### config.mk
export PLATFORM = sky130hd
export DESIGN_NAME = lut_power_approximation_core_flat
export DESIGN_NICKNAME = d
export VERILOG_FILES = /design/src/lpa_pkg.sv /design/src/lpa_if.sv /design/src/lut_power_approximation_core.sv /design/src/lpa_seg_select.sv /design/src/lpa_blend.sv /design/src/flat_wrapper.sv
export SDC_FILE = /design/constraint.sdc
export NUM_CORES = 2
export LEC_CHECK = 0
export BUFFER_PORTS_ARGS = -buffer_cell sky130_fd_sc_hd__buf_4
export CORE_MARGIN = 3
export CORE_UTILIZATION = 50
export DETAILED_ROUTE_END_ITERATION = 8
export GPL_TIMING_DRIVEN = 0
export PLACE_DENSITY = 0.78
export SLEW_MARGIN = 20
export SYNTH_ARGS = -nofsm -noshare
export SYNTH_HDL_FRONTEND = slang
export SYNTH_SLANG_ARGS = --single-unit
### constraint.sdc
create_clock -name clk_i -period 8.3 [get_ports clk_i]
set_input_delay 2.49 -clock clk_i [delete_from_list [all_inputs] [get_ports clk_i]]
set_output_delay 2.49 -clock clk_i [all_outputs]
set_load 0.05 [all_outputs]
### src/lpa_pkg.sv
// Shared types, widths and octave tables of the power approximation core.
`default_nettype none

package lpa_pkg;

  localparam int unsigned MAG_W = 30;
  localparam int unsigned RES_W = 29;
  localparam int unsigned IDX_W = 5;
  localparam int unsigned ROWS  = 32;

  typedef enum logic [0:0] {
    OP_EXP95 = 1'b0,
    OP_EXP80 = 1'b1
  } opcode_e;

  localparam logic [RES_W-1:0] RES_MAX = 29'd379625056;

  // Row k holds about (2^(k-1))^0.95.
  localparam logic [RES_W-1:0] EXP95_ROWS [ROWS] = '{
    29'd0, 29'd1, 29'd1, 29'd3, 29'd7, 29'd13, 29'd26, 29'd51,
    29'd100, 29'd194, 29'd374, 29'd724, 29'd1398, 29'd2702, 29'd5220, 29'd10085,
    29'd19483, 29'd37640, 29'd72716, 29'd140479, 29'd271388, 29'd524288,
    29'd1012857, 29'd1956712, 29'd3780118, 29'd7302707, 29'd14107901,
    29'd27254668, 29'd52652548, 29'd101718016, 29'd196506256, 29'd379625056
  };

  // Row k holds about (2^(k-1))^0.80.
  localparam logic [RES_W-1:0] EXP80_ROWS [ROWS] = '{
    29'd0, 29'd1, 29'd1, 29'd3, 29'd5, 29'd9, 29'd16, 29'd27,
    29'd48, 29'd84, 29'd147, 29'd256, 29'd445, 29'd776, 29'd1351, 29'd2352,
    29'd4096, 29'd7131, 29'd12416, 29'd21618, 29'd37640, 29'd65536,
    29'd114104, 29'd198668, 29'd345901, 29'd602248, 29'd1048576,
    29'd1825676, 29'd3178688, 29'd5534417, 29'd9635980, 29'd16777216
  };

endpackage

`default_nettype wire

### src/lpa_if.sv
// Valid/ready channel interfaces for the input and result items.
`default_nettype none

interface lpa_in_if import lpa_pkg::*; ();
  logic             valid;
  logic             ready;
  opcode_e          opcode;
  logic [MAG_W-1:0] magnitude;

  modport source (output valid, output opcode, output magnitude, input ready);
  modport sink   (input valid, input opcode, input magnitude, output ready);
endinterface

interface lpa_out_if import lpa_pkg::*; ();
  logic             valid;
  logic             ready;
  logic [RES_W-1:0] power_result;

  modport source (output valid, output power_result, input ready);
  modport sink   (input valid, input power_result, output ready);
endinterface

`default_nettype wire

### src/lut_power_approximation_core.sv
// Top level of the piecewise-linear power approximation core.
//
//   Channel  Dir  Handshake     Payload
//   in_i     in   valid/ready   opcode (1 bit), magnitude (30 bits)
//   out_o    out  valid/ready   power_result (29 bits)
//
// One item enters per clock unless a stalled result backs up to the input.
// The pipeline has four register stages: input capture, table lookup, multiply
// and blend; the single 29 by 29 multiplier sets the stage length.
// Each stage loads when it is empty or its successor loads, so a stalled result
// holds its stage while bubbles further up still fill.
// Reset clears only the stage valid flags; payload registers are not reset.
`default_nettype none

module lut_power_approximation_core import lpa_pkg::*; #(
  parameter int unsigned INPUT_BITS = 30
) (
  input  logic       clk_i,
  input  logic       rst_ni,
  lpa_in_if.sink     in_i,
  lpa_out_if.source  out_o
);

  localparam int unsigned WGT_W  = INPUT_BITS - 1;
  localparam int unsigned PROD_W = RES_W + WGT_W;

  // Stage enables, computed from the result end backwards.
  logic ld0, ld1, ld2, ld3;

  // Stage 0: captured input item.
  logic                  v0_q;
  opcode_e               op0_q;
  logic [INPUT_BITS-1:0] mag0_q;

  // Stage 1: lower row, row step, weight and shift amount.
  logic             v1_q;
  logic [RES_W-1:0] lo1_q,  lo1_d;
  logic [RES_W-1:0] dl1_q,  dl1_d;
  logic [WGT_W-1:0] w1_q,   w1_d;
  logic [IDX_W-1:0] sh1_q,  sh1_d;

  // Stage 2: product of the row step and the weight.
  logic              v2_q;
  logic [RES_W-1:0]  lo2_q;
  logic [PROD_W-1:0] prod2_q, prod2_d;
  logic [IDX_W-1:0]  sh2_q;

  // Stage 3: finished result waiting for the sink.
  logic             v3_q;
  logic [RES_W-1:0] res3_q, res3_d;

  assign ld3 = !v3_q || out_o.ready;
  assign ld2 = !v2_q || ld3;
  assign ld1 = !v1_q || ld2;
  assign ld0 = !v0_q || ld1;

  assign in_i.ready         = ld0;
  assign out_o.valid        = v3_q;
  assign out_o.power_result = res3_q;

  lpa_seg_select #(
    .INPUT_BITS (INPUT_BITS)
  ) u_seg_select (
    .opcode_i    (op0_q),
    .magnitude_i (mag0_q),
    .lo_o        (lo1_d),
    .delta_o     (dl1_d),
    .weight_o    (w1_d),
    .shift_o     (sh1_d)
  );

  // Interpolation: result = lo + ((hi - lo) * weight >> (msb - 1)).
  assign prod2_d = PROD_W'(dl1_q) * PROD_W'(w1_q);

  lpa_blend #(
    .INPUT_BITS (INPUT_BITS)
  ) u_blend (
    .lo_i     (lo2_q),
    .prod_i   (prod2_q),
    .shift_i  (sh2_q),
    .result_o (res3_d)
  );

  always_ff @(posedge clk_i or negedge rst_ni) begin
    if (!rst_ni) begin
      v0_q <= 1'b0;
      v1_q <= 1'b0;
      v2_q <= 1'b0;
      v3_q <= 1'b0;
    end else begin
      if (ld0) v0_q <= in_i.valid;
      if (ld1) v1_q <= v0_q;
      if (ld2) v2_q <= v1_q;
      if (ld3) v3_q <= v2_q;
    end
  end

  always_ff @(posedge clk_i) begin
    if (ld0) begin
      op0_q  <= in_i.opcode;
      mag0_q <= in_i.magnitude[INPUT_BITS-1:0];
    end
    if (ld1) begin
      lo1_q <= lo1_d;
      dl1_q <= dl1_d;
      w1_q  <= w1_d;
      sh1_q <= sh1_d;
    end
    if (ld2) begin
      lo2_q   <= lo1_q;
      prod2_q <= prod2_d;
      sh2_q   <= sh1_q;
    end
    if (ld3) begin
      res3_q <= res3_d;
    end
  end

endmodule

`default_nettype wire

### src/lpa_seg_select.sv
// Top-bit search and octave table lookup for one magnitude.
`default_nettype none

module lpa_seg_select import lpa_pkg::*; #(
  parameter int unsigned INPUT_BITS = 30
) (
  input  opcode_e                 opcode_i,
  input  logic [INPUT_BITS-1:0]   magnitude_i,
  output logic [RES_W-1:0]        lo_o,
  output logic [RES_W-1:0]        delta_o,
  output logic [INPUT_BITS-2:0]   weight_o,
  output logic [IDX_W-1:0]        shift_o
);

  logic [IDX_W-1:0] msb;
  logic [IDX_W-1:0] msb_next;
  logic [RES_W-1:0] hi;

  // One-based position of the highest set bit, zero for a zero magnitude.
  always_comb begin
    msb = '0;
    for (int i = 0; i < INPUT_BITS; i++) begin
      if (magnitude_i[i]) begin
        msb = IDX_W'(i + 1);
      end
    end
  end

  assign msb_next = msb + IDX_W'(1);
  assign shift_o  = (msb == '0) ? '0 : msb - IDX_W'(1);

  // The bits below the top bit form the interpolation weight.
  always_comb begin
    for (int i = 0; i < INPUT_BITS - 1; i++) begin
      weight_o[i] = magnitude_i[i] && (IDX_W'(i) < shift_o);
    end
  end

  always_comb begin
    if (opcode_i == OP_EXP80) begin
      lo_o = EXP80_ROWS[msb];
      hi   = EXP80_ROWS[msb_next];
    end else begin
      lo_o = EXP95_ROWS[msb];
      hi   = EXP95_ROWS[msb_next];
    end
  end

  // Tables rise monotonically, so the step between rows is never negative.
  assign delta_o = hi - lo_o;

endmodule

`default_nettype wire

### src/lpa_blend.sv
// Scales the interpolation product back down and adds the lower table row.
`default_nettype none

module lpa_blend import lpa_pkg::*; #(
  parameter int unsigned INPUT_BITS = 30
) (
  input  logic [RES_W-1:0]            lo_i,
  input  logic [RES_W+INPUT_BITS-2:0] prod_i,
  input  logic [IDX_W-1:0]            shift_i,
  output logic [RES_W-1:0]            result_o
);

  logic [RES_W+INPUT_BITS-2:0] scaled;

  // The lower row shifted up has no bits below the shift, so adding it after
  // the shift gives the same value as shifting the full weighted sum.
  assign scaled   = prod_i >> shift_i;
  assign result_o = lo_i + scaled[RES_W-1:0];

endmodule

`default_nettype wire

### src/flat_wrapper.sv
// flat-port wrapper written by rule: the top's interface ports become plain ports
module lut_power_approximation_core_flat import lpa_pkg::*;
#(
  parameter int unsigned INPUT_BITS = 30
)
  (clk_i, rst_ni, in_i_valid, in_i_opcode, in_i_magnitude, in_i_ready, out_o_valid, out_o_power_result, out_o_ready);
  lpa_in_if in_i_i ();
  lpa_out_if out_o_i ();
  input  logic clk_i;
  input  logic rst_ni;
  input wire logic [$bits(in_i_i.valid)-1:0] in_i_valid;
  input wire logic [$bits(in_i_i.opcode)-1:0] in_i_opcode;
  input wire logic [$bits(in_i_i.magnitude)-1:0] in_i_magnitude;
  output wire logic [$bits(in_i_i.ready)-1:0] in_i_ready;
  output wire logic [$bits(out_o_i.valid)-1:0] out_o_valid;
  output wire logic [$bits(out_o_i.power_result)-1:0] out_o_power_result;
  input wire logic [$bits(out_o_i.ready)-1:0] out_o_ready;
  assign in_i_i.valid = in_i_valid;
  assign in_i_i.opcode = in_i_opcode;
  assign in_i_i.magnitude = in_i_magnitude;
  assign in_i_ready = in_i_i.ready;
  assign out_o_valid = out_o_i.valid;
  assign out_o_power_result = out_o_i.power_result;
  assign out_o_i.ready = out_o_ready;
  lut_power_approximation_core #(.INPUT_BITS(INPUT_BITS)) u_core (.clk_i(clk_i), .rst_ni(rst_ni), .in_i(in_i_i), .out_o(out_o_i));
endmodule
# Yosys cells after proc, flatten, opt, wreduce, memory -nomap -nowiden
# Memories as Yosys holds them, arrays and structs flattened.
# Index checks and enable logic that the tools add are counted.
dict set report totals {
  memories 4
  input_bits 35
  ff_bits 248
  out_inout_bits 31
  elab_cells 136
  rom_bits 3712
}
dict set report classes {
  n_addsub 4
  bitwise_logic 2
  n_mul 1
  n_mux 41
  order_cmp 31
  reduce_logical 38
  shifts 1
}
# name words width rd rd_ports_with_merged_regs write_ports line
set mem_list {}
lappend mem_list {{(no name shown)} 32 29 1 0 0 lpa_seg_select.sv:45} ;# hi = EXP95_ROWS[msb_next];
lappend mem_list {{(no name shown)} 32 29 1 0 0 lpa_seg_select.sv:44} ;# lo_o = EXP95_ROWS[msb];
lappend mem_list {{(no name shown)} 32 29 1 0 0 lpa_seg_select.sv:42} ;# hi = EXP80_ROWS[msb_next];
lappend mem_list {{(no name shown)} 32 29 1 0 0 lpa_seg_select.sv:41} ;# lo_o = EXP80_ROWS[msb];
# cell n
set op_table {}
lappend op_table {{two-way mux 29 bit} 10}
lappend op_table {{two-way mux 5 bit} 29}
lappend op_table {{less-than comparator 5 bit, first input constant} 13}
lappend op_table {{multiplier 29 x 29 -> 58 bit} 1}
lappend op_table {{>> shifter 58 x 5 -> 29 bit} 1}
lappend op_table {{less-than comparator 4 x 5 -> 1 bit, first input constant} 8}
lappend op_table {{adder 29 bit} 1}
lappend op_table {{logical AND 1 bit} 29}
lappend op_table {{subtractor 29 bit} 1}
lappend op_table {{less-than comparator 3 x 5 -> 1 bit, first input constant} 4}
lappend op_table {{greater-or-equal comparator 6 bit, second input constant} 2}
lappend op_table {{NOT 5 -> 6 bit} 2}
lappend op_table {{less-than comparator 1 x 5 -> 1 bit, first input constant} 2}
lappend op_table {{less-than comparator 2 x 5 -> 1 bit, first input constant} 2}
lappend op_table {{adder 5 x 1 -> 5 bit, second input constant} 1}
lappend op_table {{logical NOT 5 bit} 1}
lappend op_table {{subtractor 5 x 1 -> 5 bit, second input constant} 1}
lappend op_table {{logical NOT 1 bit} 4}
lappend op_table {{logical OR 1 bit} 4}
lappend op_table {{two-way mux 2 bit} 1}
lappend op_table {{two-way mux 1 bit} 1}

# Longest topological paths before layout
dict set report logic_depth {
  depth_word 37
  ltp_mapped 31
  depth_no_buf 28
}

# Hierarchy
# A second synthesis with hierarchy kept.
dict set report unflattened {
  cells_unflattened 4930
  hier_area_um2 45472.4
}
# mod cells_per_inst seq_area_each_um2 area_per_inst_um2 instances
set by_module_without_submodules {}
lappend by_module_without_submodules {lut_power_approximation_core 3498 7427.1 35806.8 1}
lappend by_module_without_submodules {lpa_seg_select 893 0.0 5480.3 1}
lappend by_module_without_submodules {lpa_blend 539 0.0 4185.3 1}

# Worst setup path after synthesis
# No wires, ideal clock.
dict set report synth_timing {
  kind {register to register}
  startpoint {register u_core.dl1_q[19]}
  endpoint {register u_core.prod2_q[48] (data pin)}
  stages_incl_launch_ff 29
  required_ns 8.036
  path_buffers 3
  setup_ns 0.264
  path_slack_ns 0.520
  synth_period_minus_slack_ns 7.780
  arrival_ns 7.516
  path_cell_list {edfxtp_1 -> clkbuf_1 -> clkbuf_1 -> nand2_1 -> fa_1 -> inv_1 -> fa_1 -> fa_1 -> inv_1 -> fa_1 -> inv_1 -> fa_1 -> inv_1 -> fa_1 -> inv_1 -> fa_1 -> fa_1 -> ha_1 -> clkbuf_1 -> nand2_1 -> nor2b_1 -> o211a_1 -> o22ai_2 -> a211oi_1 -> o31a_1 -> nor2_1 -> o311ai_0 -> a221oi_1 -> xnor2_1}
}
dict set report synth_between {
  elab_chain_cells 1
}
# item line
set synth_lines {}
lappend synth_lines {{start: declaration} lut_power_approximation_core.sv:38} ;# logic [RES_W-1:0] dl1_q, dl1_d;
lappend synth_lines {{start signal: assignment} lut_power_approximation_core.sv:105} ;# dl1_q <= dl1_d;
lappend synth_lines {{multiplier 29 x 29 -> 58 bit} lut_power_approximation_core.sv:73} ;# assign prod2_d = PROD_W'(dl1_q) * PROD_W'(w1_q);
lappend synth_lines {{via u_core.prod2_d[48]} lut_power_approximation_core.sv:45} ;# logic [PROD_W-1:0] prod2_q, prod2_d;
lappend synth_lines {{end signal: assignment} lut_power_approximation_core.sv:111} ;# prod2_q <= prod2_d;
lappend synth_lines {{end: declaration} lut_power_approximation_core.sv:45}
# The timed path passes the listed nets, and every way through them passes these cells.
# A chain may end at the register's enable or synchronous reset.

# Worst setup path in the final report
dict set report layout_timing {
  startpoint {register u_core.w1_q[16]}
  endpoint {register u_core.prod2_q[48] (data pin)}
}
dict set report layout_between {
  elab_chain_cells 1
}
# item line
set layout_lines {}
lappend layout_lines {{start: declaration} lut_power_approximation_core.sv:39} ;# logic [WGT_W-1:0] w1_q, w1_d;
lappend layout_lines {{start signal: assignment} lut_power_approximation_core.sv:106} ;# w1_q <= w1_d;
lappend layout_lines {{multiplier 29 x 29 -> 58 bit} lut_power_approximation_core.sv:73}
lappend layout_lines {{via u_core.prod2_d[48]} lut_power_approximation_core.sv:45}
# The timed path passes the listed nets, and every way through them passes these cells.

==> run metrics <==
Die ar.=91000 um2; area of the multi-input gates=32400 um2; antenna violations before repair=4; synth cell count leaders=nand2_1 (837), inv_1 (816), fa_1 (726); Crit-path slowest cell=fa_2; Seq cells post-synth=~250; Clk Latency, worst-skew pair=roughly 0.56 ns; largest net degree at the start of global routing=62; hpwl dp=121000 um; CP startpoint=u_core.w1_q[16]; Final Hold Viols=0; WHS=0.414 ns; Avg Vias per Cell=~6; distinct cell type count after synthesis=96; worst setup margin=0.116 ns; cell area after synthesis=43700 um2; Hold Path Class=reg2reg; largest area contributor in the synthesized netlist=fa_1; Achievable Freq=between 0.1 and 0.15 GHz; port buffer count=65; vias in the first global route=37300; most common cell in the netlist=nand2_1; drt first pass iters=6; Mapped Nets=5861; Layout Nets=~6000; post-synthesis sequential area ratio=0.170; WL/cell=24.7 um; Max-Cap Viols=0; min Tclk post-route=8.18 ns; CTS tree=built; crit path to=u_core.prod2_q[48]; Hold Startpoint=u_core.lo1_q[4]; pre-CTS WS=-2.13 ns; boundary pin count=66; Global Route Usage Sum=0.336; flop2flop setup slack=0.12 ns; fin area=48200 um2; reg2reg path depth=28; Post-Syn Instances=4782; total gr overflow=0; DRC errors left=0; drt initial violations=4453; slowest stage delay, CP=about 0.59 ns; Fill cells=7473; Area growth, synth to finish=10.2%; WP data required=8.62 ns; top cell type's share of synthesized area=0.332; Die W=302 um; Cell Rows=107; Core Region=85900 um2; Hold-fix buffers, CTS=0; first-pass GRT wire length=228000 um; Post-synth ARST share=0.0161; maximum buffer depth of the clock tree=3; Rel. slew slack=0.216; Final ANT Viol Nets=0; gpl congestion=1.05; layout cell share with drive strength beyond 1=0.0944; Pins Over Slew Limit=0; Synth area leaders=fa_1 (33%), edfxtp_1 (17%), ha_1 (9.1%); total CTS buffers=27; Syn Area/Cell=9.14 um2; Critical Path Most Common Cell=fa_1; Main synth FF type=edfxtp_1; Clk pin slew, worst setup/hold paths=0.06 ns; CP Launch Type=register; period utilization=0.986; type of destination of the critical path=register; Slew @ Worst Pin=1.18 ns; crit path DAT=8.50 ns; vias=36900; die height=302 um; WL final=151000 um; root buf cell=clkbuf_16; Crit Path Max Fanout=10; Clock Sinks=~250; Seq. cell area=7430 um2; CTS H-tree lvls=1; Reg-to-Reg Start=u_core.w1_q[16]; clk_skew=0.0267 ns; placed cell areas=45700 um2; Initial Utilization=0.509; YS warnings=0; Final setup violation count=0; Post-synth EDFFs=244; status=finished, final reports clean; Reg2Reg Capture Point=u_core.prod2_q[48]; worst setup path class=reg2reg
[cells by family after synthesis]
| family | after synthesis | share of synthesized area |
|---|---|---|
| AO/OA/AOI/OAI | 708 | 0.108 |
| flip-flops | 248 | 0.170 |
| multiplexers | 95 | 0.0300 |
| buffers and inverters | 1109 | 0.0960 |
| adder cells (fa/ha/maj) | 1044 | 0.423 |
| XOR/XNOR | 107 | 0.0218 |
| AND/OR/NAND/NOR | 1471 | 0.151 |
[metrics by stage]
step	setup TNS, ns	cells	util
finish	0	6086	0.561
global route	-0.0939	6080	0.561
floorplan	0	4782	-
global placement	-39.86	5991	0.531
CTS	0	6062	0.554
detailed placement	-37.96	5995	0.532
[how the worst min path moves through the flow]
stage / cells after the start / to
4_1_cts: 0 / u_core.lo2_q[4]
6_report: 0 / u_core.lo2_q[4]
2_1_floorplan: 0 / u_core.lo2_q[0]
3_5_place_dp: 0 / u_core.lo2_q[10]
3_3_place_gp: 0 / u_core.lo2_q[28]
5_1_grt: 0 / u_core.lo2_q[4]
[area by class of cell]
type	instances	area share
Antenna cell	7	0.000363
Buffer	264	0.0404
Clock buffer	33	0.0145
Clock inverter	15	0.00252
Inverter	823	0.0643
Multi-Input combinational cell	3425	0.672
Sequential cell	248	0.154
Tap cell	1144	0.0297
Timing Repair Buffer	127	0.0218
[cell usage in the layout, fill, tap and decap left out, types with 45 or more instances in the layout]
cell      instances
a21o_1           54
a21oi_1         172
and2_1          232
buf_4           136
clkbuf_1         97
clkbuf_2         45
edfxtp_1        244
fa_1            717
ha_1            305
inv_1           814
mux2i_1          50
nand2_1         835
nor2_1          185
nor3_1           47
o21ai_0         154
xnor2_1          76
[routing by layer]
metal / wire length (um) / share of wire / track usage
met1: 56500 / 0.38 / 0.444
met4: 10800 / 0.072 / 0.195
met2: 63500 / 0.42 / 0.488
met3: 19800 / 0.13 / 0.105
met5: 0 / 0 / 0
[state kept, by name, indices dropped and copies added (netlist names)]
register / cells
u_core.dl1_q: 29
u_core.lo1_q: 29
u_core.lo2_q: 29
u_core.mag0_q: 30
u_core.op0_q: 1
u_core.out_o.power_result: 29
u_core.out_o.valid: 1
u_core.prod2_q: 58
u_core.sh1_q: 5
u_core.sh2_q: 5
u_core.v0_q: 1
u_core.v1_q: 1
u_core.v2_q: 1
u_core.w1_q: 29
[worst max-delay path, delay by kind of cell, from the launching register on]
kind / cells / cell delay, ns
adder cells (fa/ha/maj): 9 / 4.38
flip-flops: 1 / 0.36
AO/OA/AOI/OAI: 6 / 1.29
buffers and inverters: 8 / 1.05
AND/OR/NAND/NOR: 4 / 0.47
XOR/XNOR: 1 / 0.38
[timing repair]
item | in CTS | in global routing
setup buffers | 26 | 32
setup endpoints to repair | 40 | 25
gates resized for setup | 307 | 172
pin swaps | 8 | 34
Power is left out: the tool's default activity adds up to more than one toggle a clock period on the data nets, which glitch-free logic cannot reach.
